**src/lap_sw_pkg.sv**
```systemverilog
// Shared types and constants for the lap stopwatch.
// Holds the stream word layouts, the menu entry codes and the lap ring sizes.
// Depends on nothing.
package lap_sw_pkg;

  // Lap ring and view geometry
  localparam int LAP_SLOTS    = 30;
  localparam int VIEW_ROWS    = 6;
  localparam int SLOT_W       = 5;
  localparam int SCROLL_MAX   = LAP_SLOTS - VIEW_ROWS;
  localparam int WARN_W       = 16;
  localparam logic [WARN_W-1:0] WARN_RESET = 16'd5000;

  // Stream word widths, padded to whole bytes
  localparam int IN_BITS   = 41;
  localparam int IN_W      = 48;
  localparam int OUT_BITS  = 114;
  localparam int OUT_W     = 120;

  // Menu entries in display order
  typedef enum logic [2:0] {
    MENU_RESUME     = 3'd0,
    MENU_EXIT       = 3'd1,
    MENU_CLEAR_TIME = 3'd2,
    MENU_CLEAR_LAPS = 3'd3,
    MENU_CLEAR_BOTH = 3'd4
  } menu_entry_t;

  // Input word, last field in the lowest bits
  typedef struct packed {
    logic [IN_W-IN_BITS-1:0] pad;
    logic [SLOT_W-1:0]       read_slot;
    logic                    press_down;
    logic                    press_up;
    logic                    press_left;
    logic                    press_right;
    logic [31:0]             now_ms;
  } in_item_t;

  // Result word, last field in the lowest bits
  typedef struct packed {
    logic [OUT_W-OUT_BITS-1:0] pad;
    logic [31:0]               read_value;
    logic                      exit_requested;
    logic [31:0]               saved_time_ms;
    logic [SLOT_W-1:0]         saved_slot;
    logic                      lap_saved;
    logic [SLOT_W-1:0]         scroll_position;
    logic                      warning_active;
    logic [31:0]               elapsed_ms;
    logic                      is_running;
    menu_entry_t               menu_position;
    logic                      in_menu;
  } out_item_t;

endpackage

```
**src/lap_stopwatch_top.sv**
```systemverilog
// Lap stopwatch: one poll word in, one status word out.
// Takes its types and constants from lap_sw_pkg; the lap ring lives in this module.
//
// Each input word is one poll and gives exactly one result word. A poll is
// held in an input register, worked through a single pass of add/compare
// logic against the stopwatch state, and the result lands in the output
// register, which loads only while it is free or being drained. The state
// update loop (run state, offsets, lap ring pointer, menu cursor) allows
// one word per clock while the receiver keeps taking results. The 30-entry
// lap ring uses a valid bit per entry, so reset and the menu's lap clear take
// effect at once with no clearing pass. The warning duration register must
// only be written while no poll is in flight.
module lap_stopwatch_top (
  input  logic                      clk,
  input  logic                      rst,
  // Configuration: warning duration in milliseconds
  input  logic                      cfg_we,
  input  logic [15:0]               cfg_wdata,
  // Poll words
  input  logic                      s_tvalid,
  output logic                      s_tready,
  // now_ms[31:0], press_right, press_left, press_up, press_down,
  // read_slot[4:0], zero fill
  input  logic [lap_sw_pkg::IN_W-1:0]  s_tdata,
  // Result words
  output logic                      m_tvalid,
  input  logic                      m_tready,
  // in_menu, menu_position[2:0], is_running, elapsed_ms[31:0],
  // warning_active, scroll_position[4:0], lap_saved, saved_slot[4:0],
  // saved_time_ms[31:0], exit_requested, read_value[31:0], zero fill
  output logic [lap_sw_pkg::OUT_W-1:0] m_tdata
);
  import lap_sw_pkg::*;

  // Handshake and stage registers
  logic          in_valid;
  in_item_t      in_item;
  logic          out_valid;
  out_item_t     out_item;
  logic          advance;
  logic          fire;

  // Stopwatch state
  logic [WARN_W-1:0] warn_dur;
  logic              menu_mode, menu_mode_next;
  menu_entry_t       menu_cursor, menu_cursor_next;
  logic              run_flag, run_flag_next;
  logic [31:0]       start_time, start_time_next;
  logic [31:0]       acc_offset, acc_offset_next;
  logic [31:0]       shown_time, shown_time_next;
  logic              warn_flag, warn_flag_next;
  logic [31:0]       warn_start, warn_start_next;
  logic [SLOT_W-1:0] next_slot, next_slot_next;
  logic [SLOT_W-1:0] view_top, view_top_next;

  // Lap ring
  logic [31:0]          lap_store [LAP_SLOTS];
  logic [LAP_SLOTS-1:0] lap_valid;

  // Per-poll working signals
  logic [31:0]       lap_time;
  logic [31:0]       warn_age;
  logic [SLOT_W-1:0] slot_inc;
  logic              lap_we;
  logic              lap_clr;
  logic              saved;
  logic              exit_req;
  logic [31:0]       rd_value;
  out_item_t         result;

  // Move words when the output register is free or being drained
  assign advance  = !out_valid || m_tready;
  assign s_tready = !in_valid || advance;
  assign fire     = in_valid && advance;
  assign m_tvalid = out_valid;
  assign m_tdata  = out_item;

  // Hold the poll word
  always_ff @(posedge clk) begin
    if (rst) begin
      in_valid <= 1'b0;
    end else if (s_tready) begin
      in_valid <= s_tvalid;
    end
    if (s_tready && s_tvalid) begin
      in_item <= in_item_t'(s_tdata);
    end
  end

  // Hold the result word
  always_ff @(posedge clk) begin
    if (rst) begin
      out_valid <= 1'b0;
    end else if (advance) begin
      out_valid <= in_valid;
    end
    if (fire) begin
      out_item <= result;
    end
  end

  // Warning duration register
  always_ff @(posedge clk) begin
    if (rst) begin
      warn_dur <= WARN_RESET;
    end else if (cfg_we) begin
      warn_dur <= cfg_wdata;
    end
  end

  // Work out the next state for one poll
  always_comb begin
    menu_mode_next   = menu_mode;
    menu_cursor_next = menu_cursor;
    run_flag_next    = run_flag;
    start_time_next  = start_time;
    acc_offset_next  = acc_offset;
    shown_time_next  = shown_time;
    warn_flag_next   = warn_flag;
    warn_start_next  = warn_start;
    next_slot_next   = next_slot;
    view_top_next    = view_top;
    lap_we           = 1'b0;
    lap_clr          = 1'b0;
    saved            = 1'b0;
    exit_req         = 1'b0;
    lap_time         = in_item.now_ms + acc_offset - start_time;
    warn_age         = in_item.now_ms - warn_start;
    slot_inc         = next_slot + 1'b1;

    if (!menu_mode) begin
      // Timing view: refresh the shown time, then age the warning
      if (run_flag) begin
        shown_time_next = lap_time;
      end
      if (warn_flag && (warn_age > {{(32-WARN_W){1'b0}}, warn_dur})) begin
        warn_flag_next = 1'b0;
      end
      if (!run_flag) begin
        if (in_item.press_right) begin
          run_flag_next   = 1'b1;
          start_time_next = in_item.now_ms;
        end else if (in_item.press_left) begin
          menu_cursor_next = MENU_RESUME;
          menu_mode_next   = 1'b1;
        end
      end else begin
        if (in_item.press_right) begin
          // Save a lap and step the ring pointer
          lap_we        = 1'b1;
          saved         = 1'b1;
          view_top_next = (slot_inc >= SLOT_W'(VIEW_ROWS)) ?
                          slot_inc - SLOT_W'(VIEW_ROWS) : '0;
          if (slot_inc >= SLOT_W'(LAP_SLOTS)) begin
            next_slot_next  = '0;
            warn_flag_next  = 1'b1;
            warn_start_next = in_item.now_ms;
          end else begin
            next_slot_next = slot_inc;
          end
        end else if (in_item.press_left) begin
          run_flag_next   = 1'b0;
          acc_offset_next = acc_offset + (in_item.now_ms - start_time);
        end
      end
      // Scroll the lap view, down first
      if (in_item.press_down && (view_top_next < SLOT_W'(SCROLL_MAX))) begin
        view_top_next = view_top_next + 1'b1;
      end
      if (in_item.press_up && (view_top_next != '0)) begin
        view_top_next = view_top_next - 1'b1;
      end
    end else begin
      // Menu view: move the cursor with wrap-around, then select
      if (in_item.press_down) begin
        menu_cursor_next = (menu_cursor == MENU_CLEAR_BOTH) ? MENU_RESUME :
                           menu_entry_t'(menu_cursor + 3'd1);
      end else if (in_item.press_up) begin
        menu_cursor_next = (menu_cursor == MENU_RESUME) ? MENU_CLEAR_BOTH :
                           menu_entry_t'(menu_cursor - 3'd1);
      end
      if (in_item.press_right) begin
        case (menu_cursor_next)
          MENU_RESUME: begin
            menu_mode_next = 1'b0;
          end
          MENU_EXIT: begin
            exit_req = 1'b1;
          end
          MENU_CLEAR_TIME: begin
            start_time_next = '0;
            acc_offset_next = '0;
            shown_time_next = '0;
            menu_mode_next  = 1'b0;
          end
          MENU_CLEAR_LAPS: begin
            lap_clr        = 1'b1;
            next_slot_next = '0;
            menu_mode_next = 1'b0;
          end
          MENU_CLEAR_BOTH: begin
            start_time_next = '0;
            acc_offset_next = '0;
            shown_time_next = '0;
            lap_clr         = 1'b1;
            next_slot_next  = '0;
            menu_mode_next  = 1'b0;
          end
          default: begin
          end
        endcase
      end
    end
  end

  // Read back a slot as it stands after this poll
  always_comb begin
    rd_value = '0;
    if (in_item.read_slot < SLOT_W'(LAP_SLOTS)) begin
      if (lap_we && (in_item.read_slot == next_slot)) begin
        rd_value = lap_time;
      end else if (!lap_clr && lap_valid[in_item.read_slot]) begin
        rd_value = lap_store[in_item.read_slot];
      end
    end
  end

  // Assemble the result word
  always_comb begin
    result                 = '0;
    result.in_menu         = menu_mode_next;
    result.menu_position   = menu_cursor_next;
    result.is_running      = run_flag_next;
    result.elapsed_ms      = shown_time_next;
    result.warning_active  = warn_flag_next;
    result.scroll_position = view_top_next;
    result.lap_saved       = saved;
    result.saved_slot      = saved ? next_slot : '0;
    result.saved_time_ms   = saved ? lap_time : '0;
    result.exit_requested  = exit_req;
    result.read_value      = rd_value;
  end

  // Advance the stopwatch state once per poll
  always_ff @(posedge clk) begin
    if (rst) begin
      menu_mode   <= 1'b0;
      menu_cursor <= MENU_RESUME;
      run_flag    <= 1'b0;
      start_time  <= '0;
      acc_offset  <= '0;
      shown_time  <= '0;
      warn_flag   <= 1'b0;
      warn_start  <= '0;
      next_slot   <= '0;
      view_top    <= '0;
    end else if (fire) begin
      menu_mode   <= menu_mode_next;
      menu_cursor <= menu_cursor_next;
      run_flag    <= run_flag_next;
      start_time  <= start_time_next;
      acc_offset  <= acc_offset_next;
      shown_time  <= shown_time_next;
      warn_flag   <= warn_flag_next;
      warn_start  <= warn_start_next;
      next_slot   <= next_slot_next;
      view_top    <= view_top_next;
    end
  end

  // Lap ring valid bits: drop all on a lap clear
  always_ff @(posedge clk) begin
    if (rst) begin
      lap_valid <= '0;
    end else if (fire) begin
      if (lap_clr) begin
        lap_valid <= '0;
      end else if (lap_we) begin
        lap_valid[next_slot] <= 1'b1;
      end
    end
  end

  // Lap ring data
  always_ff @(posedge clk) begin
    if (fire && lap_we) begin
      lap_store[next_slot] <= lap_time;
    end
  end

`ifndef SYNTH
  // Ring pointer never leaves the ring
  a_slot_range: assert property (@(posedge clk) disable iff (rst)
    next_slot < SLOT_W'(LAP_SLOTS))
    else $error("lap ring pointer out of range");

  // View never scrolls past the last full page
  a_view_range: assert property (@(posedge clk) disable iff (rst)
    view_top <= SLOT_W'(SCROLL_MAX))
    else $error("lap view scrolled past the end");

  // A saved lap only comes from a running watch in timing view
  a_save_ctx: assert property (@(posedge clk) disable iff (rst)
    (out_valid && out_item.lap_saved) |-> (out_item.is_running && !out_item.in_menu))
    else $error("lap saved outside running timing view");

  // An exit request only comes from the menu
  a_exit_ctx: assert property (@(posedge clk) disable iff (rst)
    (out_valid && out_item.exit_requested) |->
      (out_item.in_menu && (out_item.menu_position == MENU_EXIT)))
    else $error("exit requested outside the menu");
`endif

endmodule

```
**config.mk**
```make
export PLATFORM = sky130hd
export DESIGN_NAME = lap_stopwatch_top
export DESIGN_NICKNAME = d
export VERILOG_FILES = /design/src/lap_sw_pkg.sv /design/src/lap_stopwatch_top.sv
export SDC_FILE = /design/constraint.sdc
export NUM_CORES = 2
export LEC_CHECK = 0
export BUFFER_PORTS_ARGS = -buffer_cell sky130_fd_sc_hd__buf_2
export CAP_MARGIN = 40
export CORE_MARGIN = 8
export CORE_UTILIZATION = 55
export CTS_BUF_LIST = sky130_fd_sc_hd__clkbuf_8
export DETAILED_ROUTE_END_ITERATION = 8
export PLACE_DENSITY = 0.79
export SLEW_MARGIN = 15
export SYNTH_ARGS = -nofsm -noshare
export SYNTH_HDL_FRONTEND = slang
export SYNTH_SLANG_ARGS = --single-unit
```
**constraint.sdc**
```tcl
create_clock -name clk -period 6.98 [get_ports clk]
set_input_delay 0.698 -clock clk [delete_from_list [all_inputs] [get_ports clk]]
set_output_delay 0.698 -clock clk [all_outputs]
set_load 0.005 [all_outputs]
```
==> impl_metrics.env <==
export IMPL_num_rows=116
export IMPL_first_iter_violations=3570
export IMPL_grt_pass1_wl_um=202000
export IMPL_min_period_ns=4.95
export IMPL_min_delay_path_depth=1
export IMPL_synth_cell_type_count=74
export IMPL_design_die_area_um2=110000
export IMPL_finalMaxSlewViolations=0
export IMPL_netlist_area_um2=54900
export IMPL_dp_hpwl_um=83200
export IMPL_first_pass_iters=6
export IMPL_cap_violations=0
export IMPL_cts_buffers=195
export IMPL_wl_per_cell_um=26.5
export IMPL_async_reset_ff_frac=0
export IMPL_crit_top_cell="inv_1"
export IMPL_yosys_register_bits=1312
export IMPL_drive_above_1_share=0.249
export IMPL_avgSynthCellArea_um2=16.2
export IMPL_fmax_mhz=202
export IMPL_finalPower_w=0.0172
export IMPL_gp_congestion=0.917
export IMPL_initial_utilization=0.552
export IMPL_crit_path_end_kind="register"
export IMPL_hold_class="input port to register"
export IMPL_fp_dieW_um=332
export IMPL_p_leak_nw=21.6
export IMPL_synthCells=3378
export IMPL_cts_path_max_buffers=3
export IMPL_critPathSlowestCell="a221oi_1"
export IMPL_ir_worst_vdd_mv=0.199
export IMPL_finalNetCount=3914
export IMPL_ctsResizeCount=0
export IMPL_die_h_um=332
export IMPL_num_vias=32000
export IMPL_max_stage_delay_ns=0.67
export IMPL_grt_usage=0.243
export IMPL_worstSkewPairLatency_ns=0.88
export IMPL_crit_fanout=30
export IMPL_setup_tns_final_ns=0
export IMPL_pwr_density_cell_nw_per_um2=276
export IMPL_drt_wl_total_um=137000
export IMPL_grt_ovfl_total=0
export IMPL_whs_endpoint="in_item[32]"
export IMPL_rsz0062_at_grt="no"
export IMPL_rrSetupSlack_ns=2.03
export IMPL_io_buffers=177
export IMPL_worst_setup_path_type="register to register"
export IMPL_clkSinkCount=1312
export IMPL_setup_viol_count_final=0
export IMPL_vias_per_cell=6.17
export IMPL_start_kind="register"
export IMPL_ys_flop_type="edfxtp_1"
export IMPL_yosys_warnings=0
export IMPL_worstPathCellList="inv_1 -> fa_1 -> inv_1 -> ha_1 -> a211oi_1 -> nor2_1 -> o211ai_1 -> nand4bb_1 -> a221oi_1 -> a31o_2 -> o2111ai_1 -> a21oi_1 -> xnor2_1 -> buf_4 -> inv_1"
export IMPL_rr_endpoint="lap_store[27][31]"
export IMPL_first_global_vias=32700
export IMPL_cts_root_buf="clkbuf_8"
export IMPL_cp_arrival_ns=5.50
export IMPL_cts_tree="yes"
export IMPL_fin_worst_skew_ns=0.0577
export IMPL_ys_seq_area_frac=0.682
export IMPL_r2r_cells=15
export IMPL_final_cell_mix="1115 x edfxtp_1, 296 x mux4_2, 259 x inv_1"
export IMPL_status="completed"
export IMPL_num_fill_cells=6608
export IMPL_clk_pin_slew_ns=0.06
export IMPL_drc=0
export IMPL_worstPathRequired_ns=7.53
export IMPL_coreArea_um2=99400
export IMPL_synth_edf_count=1115
export IMPL_syn_to_final_growth_pct=13.7
export IMPL_grt_max_degree=104
export IMPL_final_common_cell="edfxtp_1"
export IMPL_htree_levels=4
export IMPL_drtAntennaViolNets=0
export IMPL_io_pins=191
export IMPL_relSlewSlack=0.410
export IMPL_antenna_found_initial=4
export IMPL_hold_viol=0
export IMPL_tightest_slew_ns=0.885
export IMPL_fin_crit_sh=0.710
export IMPL_r2r_start="in_item[1]"
export IMPL_min_from="s_tdata[32]"
## cells by family after synthesis
| group | Yosys count | share of synthesized area |
|---|---|---|
| other | 1 | 0.0000684 |
| and+or+nand+nor | 618 | 0.0498 |
| AOI/OAI and AO/OA | 478 | 0.0573 |
| xor gates and xnor gates | 63 | 0.0101 |
| muxes | 395 | 0.141 |
| DFF | 1312 | 0.682 |
| buffers and inverters | 387 | 0.0272 |
| adders and majority gates | 124 | 0.0327 |
## where the power goes
group | internal (W) | switching (W)
registers | 0.00907 | 0.0000781
logic | 0.000713 | 0.00132
clock network | 0.00302 | 0.00303
total | 0.0128 | 0.00443
## cells in the mapped netlist (all sizes together) (3+ instances only)
master	count	area share
edfxtp	1115	0.61
mux4	296	0.12
nor2	259	0.018
inv	205	0.014
dfxtp	197	0.072
nand2	185	0.013
a21oi	154	0.014
clkbuf	135	0.0093
ha	92	0.021
a22oi	85	0.012
o21ai	60	0.0055
mux2i	56	0.010
buf	47	0.0039
mux2	43	0.0088
xnor2	43	0.0069
and2	35	0.0040
a21o	34	0.0047
fa	32	0.012
a22o	31	0.0049
nand3	27	0.0025
nor3	23	0.0021
nand2b	22	0.0025
a31oi	20	0.0023
xor2	20	0.0032
o211ai	18	0.0025
and3	15	0.0017
nor2b	12	0.0014
a211oi	11	0.0016
nand4	10	0.0011
o21a	8	0.0011
o21bai	7	0.0010
o31ai	7	0.0012
a31o	6	0.00096
nand3b	6	0.00082
nor3b	6	0.00082
o22ai	5	0.00057
nor4	4	0.00057
o2111ai	4	0.00064
o211a	4	0.00073
or3	4	0.00046
and4	3	0.00048
o31a	3	0.00048
o32a	3	0.00055
## repair_timing
| item | CTS | global route |
|---|---|---|
| setup buffers | 0 | 0 |
| hold buffers | 38 | 0 |
| hold endpoints to repair | 38 | 0 |
## layout make-up
type | instances | area [um2] | area share
Clock buffer | 216 | 2970 | 0.0477
Multi-Input combinational cell | 1684 | 16400 | 0.263
Clock inverter | 144 | 817 | 0.0131
Tap cell | 1298 | 1620 | 0.0260
Antenna cell | 2 | 5.00 | 0.0000802
Timing Repair Buffer | 323 | 2350 | 0.0376
Sequential cell | 1312 | 37400 | 0.600
Inverter | 205 | 774 | 0.0124
## registers in the layout, indices dropped and copies added, names as in the netlist, named ones only
| signal | flops |
|---|---|
| run_flag | 1 |
| warn_start | 32 |
| warn_dur | 16 |
| m_tvalid | 1 |
| acc_offset | 32 |
| lap_valid | 30 |
| start_time | 32 |
| in_item | 41 |
| in_valid | 1 |
| warn_flag | 1 |
| view_top | 5 |
| m_tdata | 114 |
| shown_time | 32 |
| next_slot | 5 |
| menu_mode | 1 |
| menu_cursor | 3 |
| lap_store | 960 |
## per-stage QoR
step | setup WS, ns | cells | cell area (um2) | hold slack [ns] | util
after floorplan | 1.91 | 3383 | 54900 | 0.431 | -
after global placement | 2.06 | 4767 | 57800 | 0.441 | 0.582
after detailed placement | 2.07 | 4779 | 58100 | 0.447 | 0.584
after CTS | 2.07 | 5177 | 62200 | 0.00273 | 0.626
after global routing | 1.69 | 5183 | 62400 | 0.0221 | 0.627
final | 2.03 | 5184 | 62400 | 0.0590 | 0.627
## how the worst max path moves through the flow
stage                          start           endpoint  slack, ns  depth (start not counted)
after global routing      in_item[2]  lap_store[27][31]       1.69                         15
after global placement    in_item[1]       m_tdata[111]       2.06                         15
final                     in_item[1]  lap_store[27][31]       2.03                         15
after CTS                 in_item[1]  lap_store[26][31]       2.07                         15
after floorplan             m_tready         m_tdata[0]       1.91                          5
after detailed placement  in_item[1]  lap_store[10][31]       2.07                         15
## worst max-delay path, delay by kind of cell, from the launching register on
kind	cells	cell delay [ns]
flops	1	0.40
xor+xnor	1	0.10
compound gates	6	2.03
simple gates	2	0.35
fa+ha+maj	2	0.85
buf+inv	4	0.91
## per-layer routing
metal | vias to the layer above | wire [um] | global-route usage
li1 | 13700 | - | -
met1 | 16100 | 49900 | 0.308
met2 | 1908 | 69000 | 0.414
met3 | 301 | 13300 | 0.0447
met4 | 0 | 5100 | 0.0982
met5 | - | 0 | 0
Note: power is estimated with default switching activity, not from simulation.
